**src/rtl/jsm_pkg.sv**
```systemverilog
`default_nettype none

package jsm_pkg;

	// sample and register widths
	localparam int SAMPLE_BITS = 12;
	localparam int CFG_W       = 12;
	localparam int TIMEOUT_W   = 16;
	localparam int CFG_DATA_W  = 16;
	localparam int CFG_ADDR_W  = 3;
	localparam int PULSE_W     = 13;
	localparam int IDLE_W      = 16;
	localparam int PROD_W      = SAMPLE_BITS + CFG_W;

	// stream payload widths, rounded up to whole bytes
	localparam int IN_DATA_W   = ((2 * SAMPLE_BITS + 7) / 8) * 8;
	localparam int OUT_DATA_W  = ((2 * PULSE_W + 7) / 8) * 8;
	localparam int OUT_USER_W  = 2;

	// full-scale sample code, the divisor of the pulse scaling
	localparam logic [SAMPLE_BITS-1:0] SAMPLE_FULL = {SAMPLE_BITS{1'b1}};

	localparam logic [IDLE_W-1:0] IDLE_MAX = {IDLE_W{1'b1}};

	// reset values
	localparam logic [CFG_W-1:0]     NOISE_THR_RST  = CFG_W'(200);
	localparam logic [TIMEOUT_W-1:0] IDLE_TMO_RST   = TIMEOUT_W'(1000);
	localparam logic [CFG_W-1:0]     X_MIN_RST      = CFG_W'(1300);
	localparam logic [CFG_W-1:0]     X_SPAN_RST     = CFG_W'(1100);
	localparam logic [CFG_W-1:0]     Y_MIN_RST      = CFG_W'(900);
	localparam logic [CFG_W-1:0]     Y_SPAN_RST     = CFG_W'(550);
	localparam logic [PULSE_W-1:0]   SERVO_RST      = PULSE_W'(1500);

	// item kinds
	localparam logic OP_SAMPLE = 1'b0;
	localparam logic OP_TICK   = 1'b1;

	// register indexes
	typedef enum logic [CFG_ADDR_W-1:0] {
		REG_NOISE_THR = 3'd0,
		REG_IDLE_TMO  = 3'd1,
		REG_X_MIN     = 3'd2,
		REG_X_SPAN    = 3'd3,
		REG_Y_MIN     = 3'd4,
		REG_Y_SPAN    = 3'd5
	} cfg_reg_t;

	typedef struct packed {
		logic [CFG_W-1:0]     noise_thr;
		logic [TIMEOUT_W-1:0] idle_tmo;
		logic [CFG_W-1:0]     x_min;
		logic [CFG_W-1:0]     x_span;
		logic [CFG_W-1:0]     y_min;
		logic [CFG_W-1:0]     y_span;
	} cfg_t;

endpackage

`default_nettype wire

```
**src/rtl/joystick_servo_mapper.sv**
```systemverilog
// each item passes the input register and then the result register; an output stall holds both
// throughput: one item per cycle while results are taken, input and result register both flow
// the span multiply sits before the input register, the divide and state update after it
// arst_n clears the state registers to their defaults, no reference loaded, manual mode off
// and both servo pulses at 1500
`default_nettype none

module joystick_servo_mapper (
	input  wire logic                                clk,
	input  wire logic                                arst_n,
	input  wire logic                                s_axis_tvalid,
	output logic                                     s_axis_tready,
	// sample_x, sample_y
	input  wire logic [jsm_pkg::IN_DATA_W-1:0]       s_axis_tdata,
	// opcode
	input  wire logic                                s_axis_tuser,
	output logic                                     m_axis_tvalid,
	input  wire logic                                m_axis_tready,
	// pulse_x, pulse_y
	output logic      [jsm_pkg::OUT_DATA_W-1:0]      m_axis_tdata,
	// manual_mode, moved
	output logic      [jsm_pkg::OUT_USER_W-1:0]      m_axis_tuser,
	input  wire logic                                cfg_we,
	input  wire logic [jsm_pkg::CFG_ADDR_W-1:0]      cfg_addr,
	input  wire logic [jsm_pkg::CFG_DATA_W-1:0]      cfg_wdata
);

	localparam int N = jsm_pkg::SAMPLE_BITS;

	jsm_pkg::cfg_t cfg;

	logic [N-1:0]                in_x;
	logic [N-1:0]                in_y;

	logic                        valid_s1;
	logic                        op_s1;
	logic [N-1:0]                x_s1;
	logic [N-1:0]                y_s1;
	logic [jsm_pkg::PROD_W-1:0]  prod_x_s1;
	logic [jsm_pkg::PROD_W-1:0]  prod_y_s1;

	logic [N-1:0]                ref_x_q;
	logic [N-1:0]                ref_y_q;
	logic                        primed_q;
	logic                        manual_q;
	logic [jsm_pkg::IDLE_W-1:0]  idle_q;
	logic [jsm_pkg::PULSE_W-1:0] servo_x_q;
	logic [jsm_pkg::PULSE_W-1:0] servo_y_q;

	logic                        out_valid_q;
	logic                        out_moved_q;
	logic                        out_manual_q;

	logic                        in_fire;
	logic                        adv;
	logic [N-1:0]                diff_x;
	logic [N-1:0]                diff_y;
	logic                        mv_x;
	logic                        mv_y;
	logic                        mv;
	logic [jsm_pkg::PULSE_W-1:0] pulse_x_new;
	logic [jsm_pkg::PULSE_W-1:0] pulse_y_new;
	logic [jsm_pkg::IDLE_W-1:0]  idle_inc;

	jsm_cfg u_cfg (
		.clk       (clk),
		.arst_n    (arst_n),
		.cfg_we    (cfg_we),
		.cfg_addr  (cfg_addr),
		.cfg_wdata (cfg_wdata),
		.cfg       (cfg)
	);

	assign in_x = s_axis_tdata[N-1:0];
	assign in_y = s_axis_tdata[2*N-1:N];

	// handshake: input stage moves on whenever the result register is free or drained
	assign adv           = valid_s1 && (!out_valid_q || m_axis_tready);
	assign s_axis_tready = !valid_s1 || adv;
	assign in_fire       = s_axis_tvalid && s_axis_tready;

	// input register with the span products
	always_ff @(posedge clk or negedge arst_n) begin
		if (!arst_n) begin
			valid_s1 <= 1'b0;
		end else if (s_axis_tready) begin
			valid_s1 <= s_axis_tvalid;
		end
	end

	always_ff @(posedge clk) begin
		if (in_fire) begin
			op_s1     <= s_axis_tuser;
			x_s1      <= in_x;
			y_s1      <= in_y;
			prod_x_s1 <= jsm_pkg::PROD_W'(in_x) * jsm_pkg::PROD_W'(cfg.x_span);
			prod_y_s1 <= jsm_pkg::PROD_W'(in_y) * jsm_pkg::PROD_W'(cfg.y_span);
		end
	end

	// movement detection against the per-axis reference
	always_comb begin
		diff_x = (x_s1 >= ref_x_q) ? (x_s1 - ref_x_q) : (ref_x_q - x_s1);
		diff_y = (y_s1 >= ref_y_q) ? (y_s1 - ref_y_q) : (ref_y_q - y_s1);
		mv_x   = 32'(diff_x) > 32'(cfg.noise_thr);
		mv_y   = 32'(diff_y) > 32'(cfg.noise_thr);
		mv     = (op_s1 == jsm_pkg::OP_SAMPLE) && primed_q && (mv_x || mv_y);
		idle_inc = (idle_q < jsm_pkg::IDLE_MAX) ? (idle_q + jsm_pkg::IDLE_W'(1)) : idle_q;
	end

	jsm_scale u_scale_x (
		.prod  (prod_x_s1),
		.lo    (cfg.x_min),
		.span  (cfg.x_span),
		.pulse (pulse_x_new)
	);

	jsm_scale u_scale_y (
		.prod  (prod_y_s1),
		.lo    (cfg.y_min),
		.span  (cfg.y_span),
		.pulse (pulse_y_new)
	);

	// block state, updated as each item leaves the input stage
	always_ff @(posedge clk or negedge arst_n) begin
		if (!arst_n) begin
			ref_x_q   <= '0;
			ref_y_q   <= '0;
			primed_q  <= 1'b0;
			manual_q  <= 1'b0;
			idle_q    <= '0;
			servo_x_q <= jsm_pkg::SERVO_RST;
			servo_y_q <= jsm_pkg::SERVO_RST;
		end else if (adv) begin
			if (op_s1 == jsm_pkg::OP_SAMPLE) begin
				if (!primed_q) begin
					ref_x_q  <= x_s1;
					ref_y_q  <= y_s1;
					primed_q <= 1'b1;
					idle_q   <= '0;
				end else if (mv) begin
					if (mv_x) begin
						ref_x_q <= x_s1;
					end
					if (mv_y) begin
						ref_y_q <= y_s1;
					end
					manual_q  <= 1'b1;
					idle_q    <= '0;
					servo_x_q <= pulse_x_new;
					servo_y_q <= pulse_y_new;
				end
			end else if (manual_q) begin
				idle_q <= idle_inc;
				if (32'(idle_inc) > 32'(cfg.idle_tmo)) begin
					manual_q <= 1'b0;
				end
			end
		end
	end

	// result register
	always_ff @(posedge clk or negedge arst_n) begin
		if (!arst_n) begin
			out_valid_q <= 1'b0;
		end else if (adv) begin
			out_valid_q <= 1'b1;
		end else if (m_axis_tready) begin
			out_valid_q <= 1'b0;
		end
	end

	always_ff @(posedge clk) begin
		if (adv) begin
			out_moved_q  <= mv;
			if (mv) begin
				out_manual_q <= 1'b1;
			end else if ((op_s1 == jsm_pkg::OP_TICK) && manual_q) begin
				out_manual_q <= !(32'(idle_inc) > 32'(cfg.idle_tmo));
			end else begin
				out_manual_q <= manual_q;
			end
		end
	end

	assign m_axis_tvalid = out_valid_q;
	assign m_axis_tuser  = {out_moved_q, out_manual_q};
	assign m_axis_tdata  = jsm_pkg::OUT_DATA_W'({servo_y_q, servo_x_q});

`ifndef SYNTH
	// a moving sample always reports manual mode
	a_moved_manual: assert property (@(posedge clk) disable iff (!arst_n)
		m_axis_tvalid && m_axis_tuser[1] |-> m_axis_tuser[0])
		else $error("moved result without manual mode");

	// movement is only possible once the references are loaded
	a_moved_primed: assert property (@(posedge clk) disable iff (!arst_n)
		m_axis_tvalid && m_axis_tuser[1] |-> primed_q)
		else $error("moved result before priming");

	// input held off only while both stages are full and the output stalls
	a_ready_stall: assert property (@(posedge clk) disable iff (!arst_n)
		!s_axis_tready |-> valid_s1 && out_valid_q && !m_axis_tready)
		else $error("input stalled without back-pressure");

	// the reported mode tracks the mode register
	a_mode_track: assert property (@(posedge clk) disable iff (!arst_n)
		adv |=> m_axis_tuser[0] == manual_q)
		else $error("reported mode differs from state");
`endif

endmodule

`default_nettype wire

```
**src/rtl/jsm_cfg.sv**
```systemverilog
`default_nettype none

module jsm_cfg (
	input  wire logic                                clk,
	input  wire logic                                arst_n,
	input  wire logic                                cfg_we,
	input  wire logic [jsm_pkg::CFG_ADDR_W-1:0]      cfg_addr,
	input  wire logic [jsm_pkg::CFG_DATA_W-1:0]      cfg_wdata,
	output jsm_pkg::cfg_t                            cfg
);

	jsm_pkg::cfg_t cfg_q;

	// register file, unknown indexes are dropped
	always_ff @(posedge clk or negedge arst_n) begin
		if (!arst_n) begin
			cfg_q.noise_thr <= jsm_pkg::NOISE_THR_RST;
			cfg_q.idle_tmo  <= jsm_pkg::IDLE_TMO_RST;
			cfg_q.x_min     <= jsm_pkg::X_MIN_RST;
			cfg_q.x_span    <= jsm_pkg::X_SPAN_RST;
			cfg_q.y_min     <= jsm_pkg::Y_MIN_RST;
			cfg_q.y_span    <= jsm_pkg::Y_SPAN_RST;
		end else if (cfg_we) begin
			case (cfg_addr)
				jsm_pkg::REG_NOISE_THR: cfg_q.noise_thr <= cfg_wdata[jsm_pkg::CFG_W-1:0];
				jsm_pkg::REG_IDLE_TMO:  cfg_q.idle_tmo  <= cfg_wdata[jsm_pkg::TIMEOUT_W-1:0];
				jsm_pkg::REG_X_MIN:     cfg_q.x_min     <= cfg_wdata[jsm_pkg::CFG_W-1:0];
				jsm_pkg::REG_X_SPAN:    cfg_q.x_span    <= cfg_wdata[jsm_pkg::CFG_W-1:0];
				jsm_pkg::REG_Y_MIN:     cfg_q.y_min     <= cfg_wdata[jsm_pkg::CFG_W-1:0];
				jsm_pkg::REG_Y_SPAN:    cfg_q.y_span    <= cfg_wdata[jsm_pkg::CFG_W-1:0];
				default: ;
			endcase
		end
	end

	assign cfg = cfg_q;

endmodule

`default_nettype wire

```
**src/rtl/jsm_scale.sv**
```systemverilog
`default_nettype none

module jsm_scale (
	input  wire logic [jsm_pkg::PROD_W-1:0]  prod,
	input  wire logic [jsm_pkg::CFG_W-1:0]   lo,
	input  wire logic [jsm_pkg::CFG_W-1:0]   span,
	output logic      [jsm_pkg::PULSE_W-1:0] pulse
);

	localparam int N  = jsm_pkg::SAMPLE_BITS;
	localparam int W  = jsm_pkg::PROD_W + 1;
	localparam int QW = W - N;

	localparam logic [W-1:0] FULL1 = W'(jsm_pkg::SAMPLE_FULL);
	localparam logic [W-1:0] FULL2 = W'(2 * int'(jsm_pkg::SAMPLE_FULL));

	logic [W-1:0]               est_sum;
	logic [QW-1:0]              q_est;
	logic [W-1:0]               q_times_full;
	logic [W-1:0]               rem;
	logic [QW-1:0]              quot;
	logic [jsm_pkg::PULSE_W-1:0] raw;
	logic [jsm_pkg::PULSE_W-1:0] top;

	// divide by 2^n-1: estimate is at most two short, then fix by remainder
	always_comb begin
		est_sum      = W'(prod) + W'(prod >> N);
		q_est        = est_sum[W-1:N];
		q_times_full = {q_est, {N{1'b0}}} - W'(q_est);
		rem          = W'(prod) - q_times_full;
		if (rem >= FULL2) begin
			quot = q_est + QW'(2);
		end else if (rem >= FULL1) begin
			quot = q_est + QW'(1);
		end else begin
			quot = q_est;
		end
	end

	// offset and clamp to the top of the range
	always_comb begin
		raw = jsm_pkg::PULSE_W'(quot) + jsm_pkg::PULSE_W'(lo);
		top = jsm_pkg::PULSE_W'(lo) + jsm_pkg::PULSE_W'(span);
		if (raw > top) begin
			pulse = top;
		end else begin
			pulse = raw;
		end
	end

endmodule

`default_nettype wire

```
**config.mk**
```make
export PLATFORM = sky130hd
export DESIGN_NAME = joystick_servo_mapper
export DESIGN_NICKNAME = d
export VERILOG_FILES = /design/src/rtl/jsm_pkg.sv /design/src/rtl/joystick_servo_mapper.sv /design/src/rtl/jsm_cfg.sv /design/src/rtl/jsm_scale.sv
export SDC_FILE = /design/constraint.sdc
export NUM_CORES = 1
export LEC_CHECK = 0
export BUFFER_PORTS_ARGS = -buffer_cell sky130_fd_sc_hd__buf_2
export CORE_UTILIZATION = 45
export CTS_CLUSTER_SIZE = 8
export DETAILED_ROUTE_END_ITERATION = 7
export GPL_TIMING_DRIVEN = 0
export SETUP_SLACK_MARGIN = 0.05
export SLEW_MARGIN = 5
export SYNTH_ARGS = -nofsm -noshare
export SYNTH_HDL_FRONTEND = slang
export SYNTH_SLANG_ARGS = --single-unit
```
**constraint.sdc**
```tcl
create_clock -name clk -period 20.9 [get_ports clk]
set_input_delay 1.045 -clock clk [delete_from_list [all_inputs] [get_ports clk]]
set_output_delay 1.045 -clock clk [all_outputs]
set_load 0.02 [all_outputs]
```
==> impl_results.md <==
- Status: finished clean
- First-pass GRT wire length: 127 mm
- Post-DR vias/cell: 5.45
- Tmin final: 11350 ps
- Hold buffers post-CTS: 0
- Fin cells: 4322
- R2R depth: 47
- Critical Path Slowest Stage Cell: o41ai_1
- Max Slew Vio Count: 0
- Leading area contributor after synthesis: ha_1
- CP Data Required Time: 21300 ps
- H-tree depth: 2
- Final setup fails: 0
- Iter 0 DRT Violations: 1485
- Clock-pin slew on the worst setup and hold paths: 60 ps
- Initial antenna violation count: 3
- Final net count: 4109
- Max stage delay on crit path: 770 ps
- DRT Pass-1 Iters: 6
- Residual DRC: 0
- Post-CTS Repair Setup Buffers: 0
- CTS tree: built
- Mean area per synthesized cell: 8.74 µm²
- Worst slew margin: 25.7%
- Yosys top cell area share: 17.3%
- Fin Setup TNS: 0 ps
- Clock Latency Late Sink: 570 ps
- Sinks on the clock net: 221
- I/O pin total: 85
- Cells after synthesis: 3328
- CP Class: reg2reg
- Share of cells above drive strength 1: 8.26%
- Grt total ovfl: 0
- Die Width: 256 µm
- Max-Cap Viols: 0
- Unrepaired setup endpoints after global routing: no
- Distinct cells, synth: 105
- CP Launch Type: flop
- Worst Hold Class: in2async
- Vias in the first global route: 23000
- DP Wirelength: 63.5 mm
- Async set-reset flop share out of synthesis: 66.1%
- Total GRT Usage: 24.4%
- Antenna Violating Nets Remaining: 0
- Initial core utilization: 45.8%
- Root buf cell: clkbuf_16
- Rows: 92
- Hold WS: 416 ps
- Core region area: 63400 µm²
- DR WL/cell: 18.2 µm
- RD Place Congestion: 0.912
- Max frequency: 88.1 MHz
- Register area share after synthesis: 20.5%
- Clock skew: 30.9 ps
- CTS Buf Count: 34
- Endpoint class of the critical path: flop
- CP Data Arrival Time: 11740 ps
- CTS Buffer Depth: 3
- Gates resized, CTS repair: 0
- Reg2Reg Launch Point: prod_x_s1[17]$_DFFE_PP_
- Post-Syn Area: 29100 µm²
- Area growth syn-to-layout: 8.93%
- Slew at the pin closest to its max-slew limit: 1100 ps
- Internal reg-to-reg setup slack: 9550 ps
- Synth top area cells: ha_1 (17%), fa_1 (14%), dfrtp_1 (9.2%)
- Detailed Route WL: 78.6 mm
- Synth warn: 0
- Port bufs: 78
- Main synth FF type: dfrtp_1
- Die area: 65600 µm²
- Final hold vios: 0
- Largest net degree at the start of global routing: 80
- Most frequent CP cell: o21ai_0
- Post-synth EDFFs: 75
- DR vias: 23600
- R2R Path End: servo_x_q[11]$_DFFE_PN0P_
- CP max FO: 10
- Placed Instances: 4259
- Utilization after layout: 49.9%
- Crit share post-route: 54.3%
- Die Y: 256 µm
- Yosys reg bits: 221
## metrics by stage
stage               cell area, µm²  worst slack (ps)
finish                       31700              9550
global route                 31700              8510
CTS                          31700              9450
detailed placement           30600              9590
global placement             30500              9560
floorplan                    29100             11440
## layout by cell type (no fill, tap or decap), types with 9 or more instances in the layout
cell type,count
nor2_1,138
nand2_1,422
clkbuf_16,36
xnor2_1,120
and3_1,39
and2_1,117
nand2b_1,36
a211oi_1,13
o2111ai_1,13
a31oi_1,18
buf_4,9
fa_1,208
a21boi_0,18
nand4_1,33
nor3_1,59
dfrtp_1,107
or3_1,19
nor4_1,13
xor2_1,38
o211ai_1,16
o31a_1,19
buf_2,86
nand3_1,59
o21bai_1,16
edfxtp_1,75
mux2_2,58
dfstp_2,39
o21a_1,22
a21oi_1,122
clkbuf_1,108
mux2i_1,30
a21o_1,62
nor3b_1,10
nor2b_1,33
ha_1,403
o21ai_0,192
inv_1,470
## routing by layer
layer	part of all wire, %	wire length, µm	GRT usage, %	vias up
li1	-	-	-	11600
met1	48	37600	35.4	11400
met2	45	35400	38.7	543
met3	5.3	4180	2.94	75
met4	1.8	1450	5.52	0
met5	0	0	0	-
## area by class of cell
cell class                 count  area (µm²)
timing repair buffer          80         448
multi-input combinational   2528       20900
clock buffer                  58         993
sequential                   221        5950
clock inverter                 3        62.6
inverter                     470        1760
antenna                        2        5.00
tap                          846        1060
buffer                       114         483
fill                        6141       31800
## worst max-delay path, delay by kind of cell (launching register included)
family,cells,cell delay (ps)
simple gates,12,2630
compound gates,20,4340
flops,1,480
buf+inv,4,520
fa+ha+maj,7,2010
mux,2,680
xor+xnor,2,510
## cells by family after synthesis
| kind of cell | synth area share (%) |
|---|---|
| AND/OR/NAND/NOR | 17.5 |
| AO/OA/AOI/OAI | 14.5 |
| adder cells (fa/ha/maj) | 31.7 |
| buffers and inverters | 7.73 |
| flip-flops | 20.5 |
| XOR/XNOR | 4.82 |
| multiplexers | 3.33 |
| other | 0.0129 |
## state kept, by name, summed over array words and instances (netlist names), 12 cells and up
signal     count
idle_q        16
prod_x_s1     24
prod_y_s1     24
ref_x_q       12
ref_y_q       12
servo_x_q     13
servo_y_q     13
u_cfg.cfg     76
x_s1          12
y_s1          12
## worst max-delay path by stage
| stage | to | cells after the start | startpoint | slack [ps] |
|---|---|---|---|---|
| after floorplan | servo_x_q[2]$_DFFE_PN1P_ | 46 | prod_x_s1[17]$_DFFE_PP_ | 11440 |
| after global placement | servo_y_q[2]$_DFFE_PN1P_ | 44 | prod_y_s1[21]$_DFFE_PP_ | 9560 |
| after detailed placement | servo_y_q[1]$_DFFE_PN0P_ | 44 | prod_y_s1[21]$_DFFE_PP_ | 9590 |
| after CTS | servo_y_q[2]$_DFFE_PN1P_ | 44 | prod_y_s1[21]$_DFFE_PP_ | 9450 |
| after global routing | servo_x_q[2]$_DFFE_PN1P_ | 47 | prod_x_s1[17]$_DFFE_PP_ | 8510 |
| final | servo_x_q[11]$_DFFE_PN0P_ | 47 | prod_x_s1[17]$_DFFE_PP_ | 9550 |
## synthesized netlist by cell type (16+ instances only)
cell / number
dfrtp_1: 107
a31oi_1: 18
nand3_1: 59
o21bai_1: 16
nand2_1: 422
o21a_1: 22
nand2b_1: 36
xor2_1: 38
xnor2_1: 120
ha_1: 403
and2_1: 118
inv_1: 470
o21ai_0: 192
fa_1: 208
or3_1: 19
nor3_1: 59
dfstp_2: 39
clkbuf_1: 87
a21boi_0: 18
a21o_1: 62
o211ai_1: 16
and3_1: 39
mux2_2: 58
nor2b_1: 33
mux2i_1: 30
o31a_1: 19
nor2_1: 138
nand4_1: 33
a21oi_1: 122
edfxtp_1: 75
Power is left out: the tool's default activity adds up to more than one toggle a clock period on the data nets, which glitch-free logic cannot reach.
